**src/hdl/complex_fir_lowpass_filter_macros.svh**
```systemverilog
// Assertion macros for the complex low-pass FIR.
// Included by files that carry concurrent checks; no other dependencies.
`ifndef COMPLEX_FIR_LOWPASS_FILTER_MACROS_SVH
`define COMPLEX_FIR_LOWPASS_FILTER_MACROS_SVH
`ifndef NO_ASSERTIONS
// Same-cycle implication, disabled while reset is asserted.
`define CFLP_ASSERT_IMP(label, clk, rst_n, ante, cons) \
    label: assert property (@(posedge clk) disable iff (!rst_n) (ante) |-> (cons)) \
        else $error("cflp: same-cycle check failed");
// Next-cycle implication, disabled while reset is asserted.
`define CFLP_ASSERT_NEXT(label, clk, rst_n, ante, cons) \
    label: assert property (@(posedge clk) disable iff (!rst_n) (ante) |=> (cons)) \
        else $error("cflp: next-cycle check failed");
`else
`define CFLP_ASSERT_IMP(label, clk, rst_n, ante, cons)
`define CFLP_ASSERT_NEXT(label, clk, rst_n, ante, cons)
`endif
`endif

```
**src/hdl/cflp_pkg.sv**
```systemverilog
// Shared constants, types and helper functions of the complex low-pass FIR.
// No dependencies; imported by every module of the block.
package cflp_pkg;

    localparam int TAPS        = 32;
    localparam int SAMPLE_BITS = 16;
    localparam int ALPHA_W     = 16;
    localparam int ALPHA_RESET = 73;
    localparam int FRAC_BITS   = 15;
    localparam int ONE_Q15     = 1 << FRAC_BITS;

    // Only taps 0 .. TAPS/2 carry a weight; the taps above them are not used.
    localparam int LAST_TAP = TAPS / 2;
    localparam int ADDR_W   = $clog2(TAPS);
    localparam int TAP_W    = $clog2(LAST_TAP + 1);
    localparam int W_W      = FRAC_BITS + 2;
    localparam int PROD_W   = W_W + 1 + SAMPLE_BITS;
    localparam int ACC_W    = PROD_W + TAP_W;
    localparam int SH_W     = ACC_W - FRAC_BITS;
    localparam int HIST_W   = 2 * SAMPLE_BITS;

    typedef logic signed [SAMPLE_BITS-1:0] t_sample;
    typedef logic        [W_W-1:0]         t_weight;
    typedef logic        [ADDR_W-1:0]      t_addr;
    typedef logic        [TAP_W-1:0]       t_tap;
    typedef logic signed [PROD_W-1:0]      t_prod;
    typedef logic signed [ACC_W-1:0]       t_acc;
    typedef logic signed [SH_W-1:0]        t_shifted;

    localparam t_addr    FILL_MAX = t_addr'(TAPS - 1);
    localparam t_tap     TAP_LAST = t_tap'(LAST_TAP);
    localparam t_weight  W_ONE    = t_weight'(ONE_Q15);
    localparam t_shifted SAT_MAX  = t_shifted'((longint'(1) << (SAMPLE_BITS - 1)) - 1);
    localparam t_shifted SAT_MIN  = t_shifted'(-(longint'(1) << (SAMPLE_BITS - 1)));

    typedef enum logic [1:0] {
        ST_IDLE,
        ST_RUN,
        ST_DRAIN
    } t_state;

    // Control word from the sequencer to the multiply-accumulate unit.
    typedef struct packed {
        logic clr;
        logic en;
        logic last;
    } t_mac_ctl;

    // Alpha above one is limited to one, so the middle tap stays non-negative.
    function automatic t_weight clamp_alpha(input logic [ALPHA_W-1:0] v);
        t_weight w;
        w = t_weight'(v);
        if (w > W_ONE) begin
            w = W_ONE;
        end
        return w;
    endfunction

    // Lower half of the taps weighs alpha, the middle tap one minus alpha.
    function automatic t_weight tap_weight(input t_tap tap, input t_weight a);
        t_weight w;
        if (tap < TAP_LAST) begin
            w = a;
        end else begin
            w = W_ONE - a;
        end
        return w;
    endfunction

    // Arithmetic shift right by the fraction bits, then saturate.
    function automatic t_sample sat_q15(input t_acc acc);
        t_shifted sh;
        t_sample  r;
        sh = acc[ACC_W-1:FRAC_BITS];
        if (sh > SAT_MAX) begin
            r = t_sample'(SAT_MAX);
        end else if (sh < SAT_MIN) begin
            r = t_sample'(SAT_MIN);
        end else begin
            r = t_sample'(sh);
        end
        return r;
    endfunction

endpackage

```
**src/hdl/cflp_hist.sv**
```systemverilog
// Sample history memory: one write port, one read port with registered data.
// Depends on cflp_pkg.
module cflp_hist (
    input  logic                             i_clk,
    input  logic                             i_we,
    input  cflp_pkg::t_addr                  i_waddr,
    input  logic [cflp_pkg::HIST_W-1:0]      i_wdata,
    input  cflp_pkg::t_addr                  i_raddr,
    output logic [cflp_pkg::HIST_W-1:0]      o_rdata
);
    import cflp_pkg::*;

    logic [HIST_W-1:0] r_mem [TAPS];
    logic [HIST_W-1:0] r_rdata;

    // Write the new sample and read one tap per cycle.
    always_ff @(posedge i_clk) begin
        if (i_we) begin
            r_mem[i_waddr] <= i_wdata;
        end
        r_rdata <= r_mem[i_raddr];
    end

    assign o_rdata = r_rdata;

endmodule

```
**config.mk**
```make
export PLATFORM = sky130hd
export DESIGN_NAME = cflp_hist
export DESIGN_NICKNAME = d
export VERILOG_FILES = /design/src/hdl/complex_fir_lowpass_filter_macros.svh /design/src/hdl/cflp_pkg.sv /design/src/hdl/cflp_hist.sv
export SDC_FILE = /design/constraint.sdc
export NUM_CORES = 1
export LEC_CHECK = 0
export BUFFER_PORTS_ARGS = -buffer_cell sky130_fd_sc_hd__clkbuf_2
export CAP_MARGIN = 5
export CORE_ASPECT_RATIO = 1.5
export CORE_UTILIZATION = 55
export CTS_CLUSTER_SIZE = 8
export DETAILED_ROUTE_END_ITERATION = 8
export PLACE_DENSITY = 0.71
export SLEW_MARGIN = 20
export SYNTH_ARGS = -nofsm -noshare
export SYNTH_HDL_FRONTEND = slang
export SYNTH_SLANG_ARGS = --single-unit
```
**constraint.sdc**
```tcl
create_clock -name i_clk -period 6.35 [get_ports i_clk]
set_input_delay 0.3175 -clock i_clk [delete_from_list [all_inputs] [get_ports i_clk]]
set_output_delay 0.3175 -clock i_clk [all_outputs]
set_load 0.05 [all_outputs]
```
# [Word-level counts from Yosys, hierarchy flattened]
# Memories as Yosys holds them, arrays and structs flattened. A register that Yosys moved wholly into a read port is not among the register bits.
# Index checks and enable logic that the tools add are counted.
[totals] regBits=0 latch_bits=0 mem_bits_rw=1024 romBits=0 mem_count=1
[classes] add_sub_neg=0 multipliers=0 div=0 magnitude_cmp=0 eq_ne=0 shifts=0 muxes=2 bitwise_logic=0 reduce_logical=0
[mem_list] name="r_mem" depth=32 width=32 read_ports=1 rd_clocked_by_memory_dff=1 write_ports=1 line_no="cflp_hist.sv:13" source="logic [HIST_W-1:0] r_mem [TAPS];"
[ops] operator="$mux 1" count=2

# [Depth between registers and ports, before layout]
# Gate-level depths: netlist of the first run.
[logic_depth] word_depth=2 ltp_mapped=8 ltp_nobuf=5

# [Worst setup path after synthesis of the first run]
# No wires, ideal clock.
[synth_timing] kind="input to register" from="input i_waddr[1]" to="memory r_mem[12][0] (netlist bit), enable pin" setup_ns=0.421 arrival_ns=2.330 slack_ns=3.598 path_stages=3 path_buffers=1 path_cell_list="or3b_2 -> clkbuf_1 -> nor2_1"
[synth_lines] item="start: declaration" line_no="cflp_hist.sv:6" source="input cflp_pkg::t_addr i_waddr,"
[synth_lines] item="end: declaration" line_no="cflp_hist.sv:13"
# No word-level cell before the write port.

==> flow_metrics.py, run 1 <==
metrics = {
    "layout": {
        "finish.instance_area_mm2": 0.0463,
        "multi_input_area_mm2": 0.00861,
        "area_growth_pct": 14.3,
        "final_nets": 2453,
        "fillCellCount": 4856,
        "stdcell_count": 3429,
        "regArea_mm2": 0.0314,
        "layout-drive-gt1-share_pct": 13.2,
    },
    "pwr": {
        "cellLeakagePower_nw": 16.2,
        "ir_drop_uv": 295,
        "p_total_mw": 15.9,
        "cellPowerDensity_mw_per_mm2": 343,
    },
    "route": {
        "drt_iter0_drc": 2361,
        "wl_per_cell_um": 29.8,
        "vias": 21964,
        "firstDrtPassIters": 7,
        "via_per_inst": 6.41,
        "routed_wl_mm": 102,
        "ant_nets": 0,
        "drc_errors": 0,
    },
    "clocking": {
        "ctsHoldBuffers": 0,
        "path_clk_slew_ns": 0.05,
        "tritoncts": "yes",
        "clock_latency_ns": 0.71,
        "htreeDepth": 4,
        "cts_made_buffers": 149,
        "cts_setup_buffers": 0,
        "clk_path_buf_depth": 3,
        "cts_repair_resize_count": 0,
        "cts-root-buf": "clkbuf_16",
        "clock_sinks": 1056,
    },
    "placed_design": {
        "placed_area_mm2": 0.0420,
        "hpwl_mm": 52.7,
        "post-place-cells": 3180,
        "place.gp.congestion": 0.800,
        "port_buffers": 75,
    },
    "worst_setup_path": {
        "crit_family": "buffers and inverters",
        "critPathLaunchType": "primary input",
        "cp.arrival_ns": 2.83,
        "crit_required_ns": 6.89,
        "slowest_stage": "buf_4",
        "worst-path-buf-inv": 2,
        "worstPathMaxFanout": 60,
        "critical_path.cell_chain": "clkbuf_2 > and2b_4 > buf_4 > a22o_1 > nor3_1 > a31oi_1 > nand3_1",
        "path_class": "primary input to register",
        "end_kind": "register",
        "critPathMaxStageDelay_ns": 0.84,
    },
    "flow_run": {
        "drv_cap": 0,
    },
    "sta": {
        "slew_headroom_pct": 21.4,
        "finalSetupViolCount": 0,
        "fin_crit_sh_pct": 36.1,
        "max_freq_mhz": 436,
        "setup_tns_ns": 0,
        "slew_viol_final": 0,
        "fin_skew_ns": 0.0304,
        "layout_min_cycle_time_ns": 2.29,
        "rsz0062_at_grt": "no",
        "tightest_slew_ns": 1.18,
        "finalHoldWorstSlack_ns": 0.266,
        "hold_viol": 0,
    },
    "logic_synthesis": {
        "synth_cell_types": 25,
        "yosys.area.top_type": "edfxtp_1",
        "syn_area_mm2": 0.0405,
        "yosysTopAreaCellShare_pct": 76.0,
        "synth-seq-area-share_pct": 77.5,
        "ys_seq_elements": 1056,
        "yosys_warnings": 0,
        "synth_nets": 2304,
        "syn_inst": 2260,
        "synth_area_leaders": "edfxtp_1, mux2i_1, a22oi_1, dfxtp_1, a22o_1",
        "syn_area_per_cell_um2": 17.9,
    },
    "floorplanning": {
        "std_cell_rows": 121,
        "dieArea_mm2": 0.0747,
        "die_h_um": 334,
        "ios": 76,
        "core_area_mm2": 0.0727,
        "fp.dieW_um": 224,
        "initial_core_util_pct": 55.7,
    },
    "global_route": {
        "antenna_found_initial": 4,
        "grt_pass1_vias": 22228,
        "grt_overflow": 0,
        "track_usage_pct": 27.5,
        "grt_pass1_wl_mm": 146,
        "grt_max_degree": 143,
    },
    "min_path": {
        "hp-class": "primary input to register",
    },
    "outcome": {
        "outcome": "complete, no violations",
    },
}
-- cell usage in the layout (no fill, tap or decap) --
master	synthesis	layout
a22o_1	64	64
nand3_1	98	98
mux2i_1	512	512
clkinv_8	0	2
buf_4	33	46
and2b_4	0	1
nor2b_4	0	1
nand2_1	98	97
nor2_1	34	1
a21oi_1	96	96
nor2_4	0	33
diode_2	0	1
and2_4	0	1
edfxtp_1	1024	1024
or2_2	1	1
clkbuf_1	46	84
nand2_2	0	1
or3b_2	3	3
buf_8	0	1
clkbuf_16	0	155
a22oi_1	96	96
nand2b_2	0	2
inv_16	0	1
or3_1	1	1
clkbuf_2	0	74
nand3b_1	5	5
dfxtp_1	32	32
nor3_1	32	32
buf_12	0	4
inv_6	0	6
a31oi_1	32	32
-- registers in the layout (all words and copies together) (netlist names) --
register	cells
o_rdata	32
r_mem	1024
-- logic make-up after synthesis --
kind of cell    count (synthesis)  synth area share, %
buf+inv                       127                 1.86
mux                           512                 12.7
compound gates                288                 4.85
flops                        1056                 77.5
simple gates                  277                 3.10
-- per-stage QoR --
stage / worst slack, ns / util [%]
floorplan: 3.60 / -
global placement: 3.47 / 57.7
detailed placement: 3.41 / 57.7
CTS: 4.14 / 63.7
global route: 4.02 / 63.7
finish: 4.06 / 63.7
-- report_power, final --
part	total, mW	internal [mW]	switching, mW	leakage, nW
Sequential	7.81	7.77	0.0455	9.49
Combinational	0.804	0.225	0.578	4.68
Clock	7.27	4.47	2.80	2.06
-- synthesized netlist by cell type (all sizes together) --
library cell	n
or2	1
nor3	32
edfxtp	1024
a21oi	96
nand3	98
mux2i	512
nand2b	2
and2b	1
nor2	34
buf	79
clkbuf	48
nand3b	5
and2	1
or3	1
nand2	98
nor2b	1
dfxtp	32
a22o	64
a22oi	96
a31oi	32
or3b	3
-- metal layers --
| layer | track usage, % | wire [um] | vias up |
|---|---|---|---|
| met1 | 34.3 | 38600 | 11353 |
| li1 | - | - | 9287 |
| met3 | 3.51 | 6850 | 244 |
| met5 | 0 | 26 | - |
| met2 | 47.8 | 52600 | 1076 |
| met4 | 12.4 | 4110 | 4 |
-- path summary, 6_finish.rpt --
path / slack (ns) / startpoint / to / cells past startpoint
worst max register to register: 4.98 / r_mem[1][9] / o_rdata[9] / 5
worst max-delay path: 4.06 / i_raddr[2] / o_rdata[13] / 7
worst min-delay path: 0.27 / i_wdata[13] / r_mem[14][13] / 1
worst min register to register: 0.60 / r_mem[17][28] / o_rdata[28] / 4
-- layout make-up --
type | instances | area share [%]
flip-flops and latches | 1056 | 67.8
clock inverters | 9 | 0.227
well taps | 922 | 2.49
diodes | 1 | 0.00541
clock buffers | 239 | 9.07
multi-input cells | 1077 | 18.6
repair buffers | 125 | 1.75
No activity file was read; power rests on OpenSTA's default activity.
==> inputs of run 2 (changes only) <==
PLACE_DENSITY = 0.74   (was 0.71)
clock period = 2 ns   (was 6.35 ns; I/O delays follow)
==> run 2 against run 1 <==
  * Total power grew to 3.2 times the previous value
  * Die area stayed put
  * Critical path depth is 1 lower
  * Worst setup slack worse by 3.7 ns
  * Clock skew is 0.012 ns lower
  * Count of clock-buffer cells in the layout is 5 lower
  * Final cell count is 2.8% higher
  * Register-to-register slack worse by 4.6 ns
  * Largest power group unchanged
  * Sequential share of layout area is 2.2 points lower
  * Utilization is 2.2 points higher
  * First-iteration DRC count is 8.9% lower
==> flow_metrics.py, run 2 (synthesized netlist as in run 1, its figures left out) <==
metrics = {
    "outcome": {
        "outcome": "complete, no violations",
    },
    "pwr": {
        "cellPowerDensity_mw_per_mm2": 1050,
        "seqPwrFrac_pct": 49.4,
        "p_sw_mw": 10.7,
        "ir_drop_uv": 630,
        "comb_power_share_pct": 5.5,
        "p_int_mw": 39.5,
        "p_total_mw": 50.2,
        "switching_share_pct": 21.3,
        "cellLeakagePower_nw": 16.9,
        "clkPwrFrac_pct": 45.1,
    },
    "layout": {
        "layout-drive-gt1-share_pct": 16.3,
        "area_growth_pct": 18.2,
        "final_common_cell": "edfxtp_1",
        "largest_reg_flops": 1024,
        "mostFrequentLayoutCells": "edfxtp_1, mux2i_1, clkbuf_16, nand3_1, nand2_1",
        "largest_register": "r_mem",
        "finish.instance_area_mm2": 0.0479,
        "num_antenna_cells": 0,
        "fillCellCount": 4633,
        "final_nets": 2553,
        "multi_input_area_mm2": 0.00861,
        "regArea_mm2": 0.0314,
        "stdcell_count": 3524,
        "fin_util_pct": 65.8,
    },
    "worst_setup_path": {
        "rrSetupSlack_ns": 0.37,
        "critPathLaunchType": "register",
        "crit_required_ns": 2.54,
        "cp.arrival_ns": 2.18,
        "crit-reg2reg-capture": "o_rdata[18]",
        "end_kind": "register",
        "reg2reg_from": "r_mem[1][18]",
        "r2r_cells": 6,
        "path_class": "register to register",
        "worstPathMaxFanout": 1,
    },
    "clocking": {
        "path_clk_slew_ns": 0.05,
        "clock_sinks": 1056,
        "clk_path_buf_depth": 3,
        "tritoncts": "yes",
        "clock_latency_ns": 0.70,
        "cts-root-buf": "clkbuf_16",
        "cts_made_buffers": 149,
        "htreeDepth": 4,
    },
    "sta": {
        "slew_viol_final": 0,
        "finalSetupViolCount": 0,
        "layout_min_cycle_time_ns": 1.63,
        "rsz0062_at_grt": "no",
        "max_freq_mhz": 613,
        "fin_skew_ns": 0.0187,
        "tightest_slew_ns": 0.676,
        "hold_viol": 0,
        "slew_headroom_pct": 55.0,
        "fin_crit_sh_pct": 81.6,
    },
    "floorplanning": {
        "die_h_um": 334,
        "std_cell_rows": 121,
        "ios": 76,
        "initial_core_util_pct": 55.7,
        "dieArea_mm2": 0.0747,
        "fp.dieW_um": 224,
        "core_area_mm2": 0.0727,
    },
    "min_path": {
        "hp-class": "primary input to register",
        "hold_depth": 1,
        "worstHoldStart": "i_wdata[22]",
        "hold_path_end": "r_mem[10][22]",
    },
    "placed_design": {
        "port_buffers": 75,
        "hpwl_mm": 53.6,
        "post-place-cells": 3274,
        "placed_area_mm2": 0.0436,
        "place.gp.congestion": 0.808,
    },
    "route": {
        "drc_errors": 0,
        "wl_per_cell_um": 27.6,
        "routed_wl_mm": 97.1,
        "firstDrtPassIters": 6,
        "drt_iter0_drc": 2152,
        "via_per_inst": 6.23,
        "ant_nets": 0,
        "vias": 21956,
    },
    "global_route": {
        "antenna_found_initial": 4,
        "track_usage_pct": 26.2,
        "grt_pass1_vias": 22792,
        "grt_pass1_wl_mm": 142,
        "grt_overflow": 0,
        "grt_max_degree": 48,
    },
    "flow_run": {
        "drv_cap": 0,
    },
}
-- run 2: changes by cell type in the layout (fill, tap and decap cells not counted) --
cell / delta
buf_12: +71
buf_4: +23
dlygate4sd3_1: +6
clkbuf_16: -3
clkbuf_1: -2
clkinv_8: +1
diode_2: -1
-- run 2: worst max path at each step --
stage | end | slack, ns | cells past startpoint | start
after detailed placement | o_rdata[6] | 0.08 | 8 | i_raddr[0]
after global placement | o_rdata[6] | 0.08 | 8 | i_raddr[0]
after floorplan | r_mem[18][0] | -0.43 | 2 | i_waddr[3]
after CTS | o_rdata[18] | 0.33 | 6 | r_mem[1][18]
after global routing | o_rdata[18] | 0.30 | 6 | r_mem[1][18]
final | o_rdata[18] | 0.37 | 6 | r_mem[1][18]
-- run 2: timing repair --
action / in CTS / in global routing
hold endpoints to repair: 101 / 0
hold buffers: 6 / 0
resized for setup: 0 / 0
buffers inserted: 0 / 0
-- run 2: area by class of cell --
cell class | instances | area share [%]
Clock inverter | 10 | 0.254
Clock buffer | 234 | 8.59
Multi-Input combinational cell | 1077 | 18.0
Timing Repair Buffer | 225 | 5.15
Tap cell | 922 | 2.41
Sequential cell | 1056 | 65.6
-- run 2: power groups by stage --
stage | Sequential (mW) | Clock [mW] | Combinational (mW)
3_5_place_dp | 25.2 | 0 | 2.73
3_3_place_gp | 25.2 | 0 | 2.66
2_1_floorplan | 25.5 | 0 | 1.28
6_report | 24.8 | 22.7 | 2.75
4_1_cts | 24.8 | 22.9 | 2.75
5_1_grt | 24.8 | 23.8 | 2.90
-- run 2: layer usage --
layer | vias to the layer above | global-route usage, % | wire length (um) | share of wire [%]
li1 | 9497 | - | - | -
met2 | 977 | 45.3 | 49800 | 51
met3 | 247 | 4.31 | 6150 | 6.3
met5 | - | 0 | 46 | 0.047
met1 | 11227 | 31.6 | 36600 | 38
met4 | 8 | 13.4 | 4560 | 4.7
-- run 2: metrics by stage --
step	setup TNS [ns]	hold slack, ns	setup WS [ns]
floorplan	-217.16	0.199	-0.426
global placement	0	0.573	0.0847
detailed placement	0	0.581	0.0838
CTS	0	0.00713	0.333
global route	0	0.0577	0.299
finish	0	0.0306	0.368
-- run 2: critical path, stage by stage (launching register included) --
cell	delay, ns
edfxtp_1	0.37
mux2i_1	0.19
a22o_1	0.18
nor3_1	0.06
a31oi_1	0.39
buf_4	0.19
nand3_1	0.12
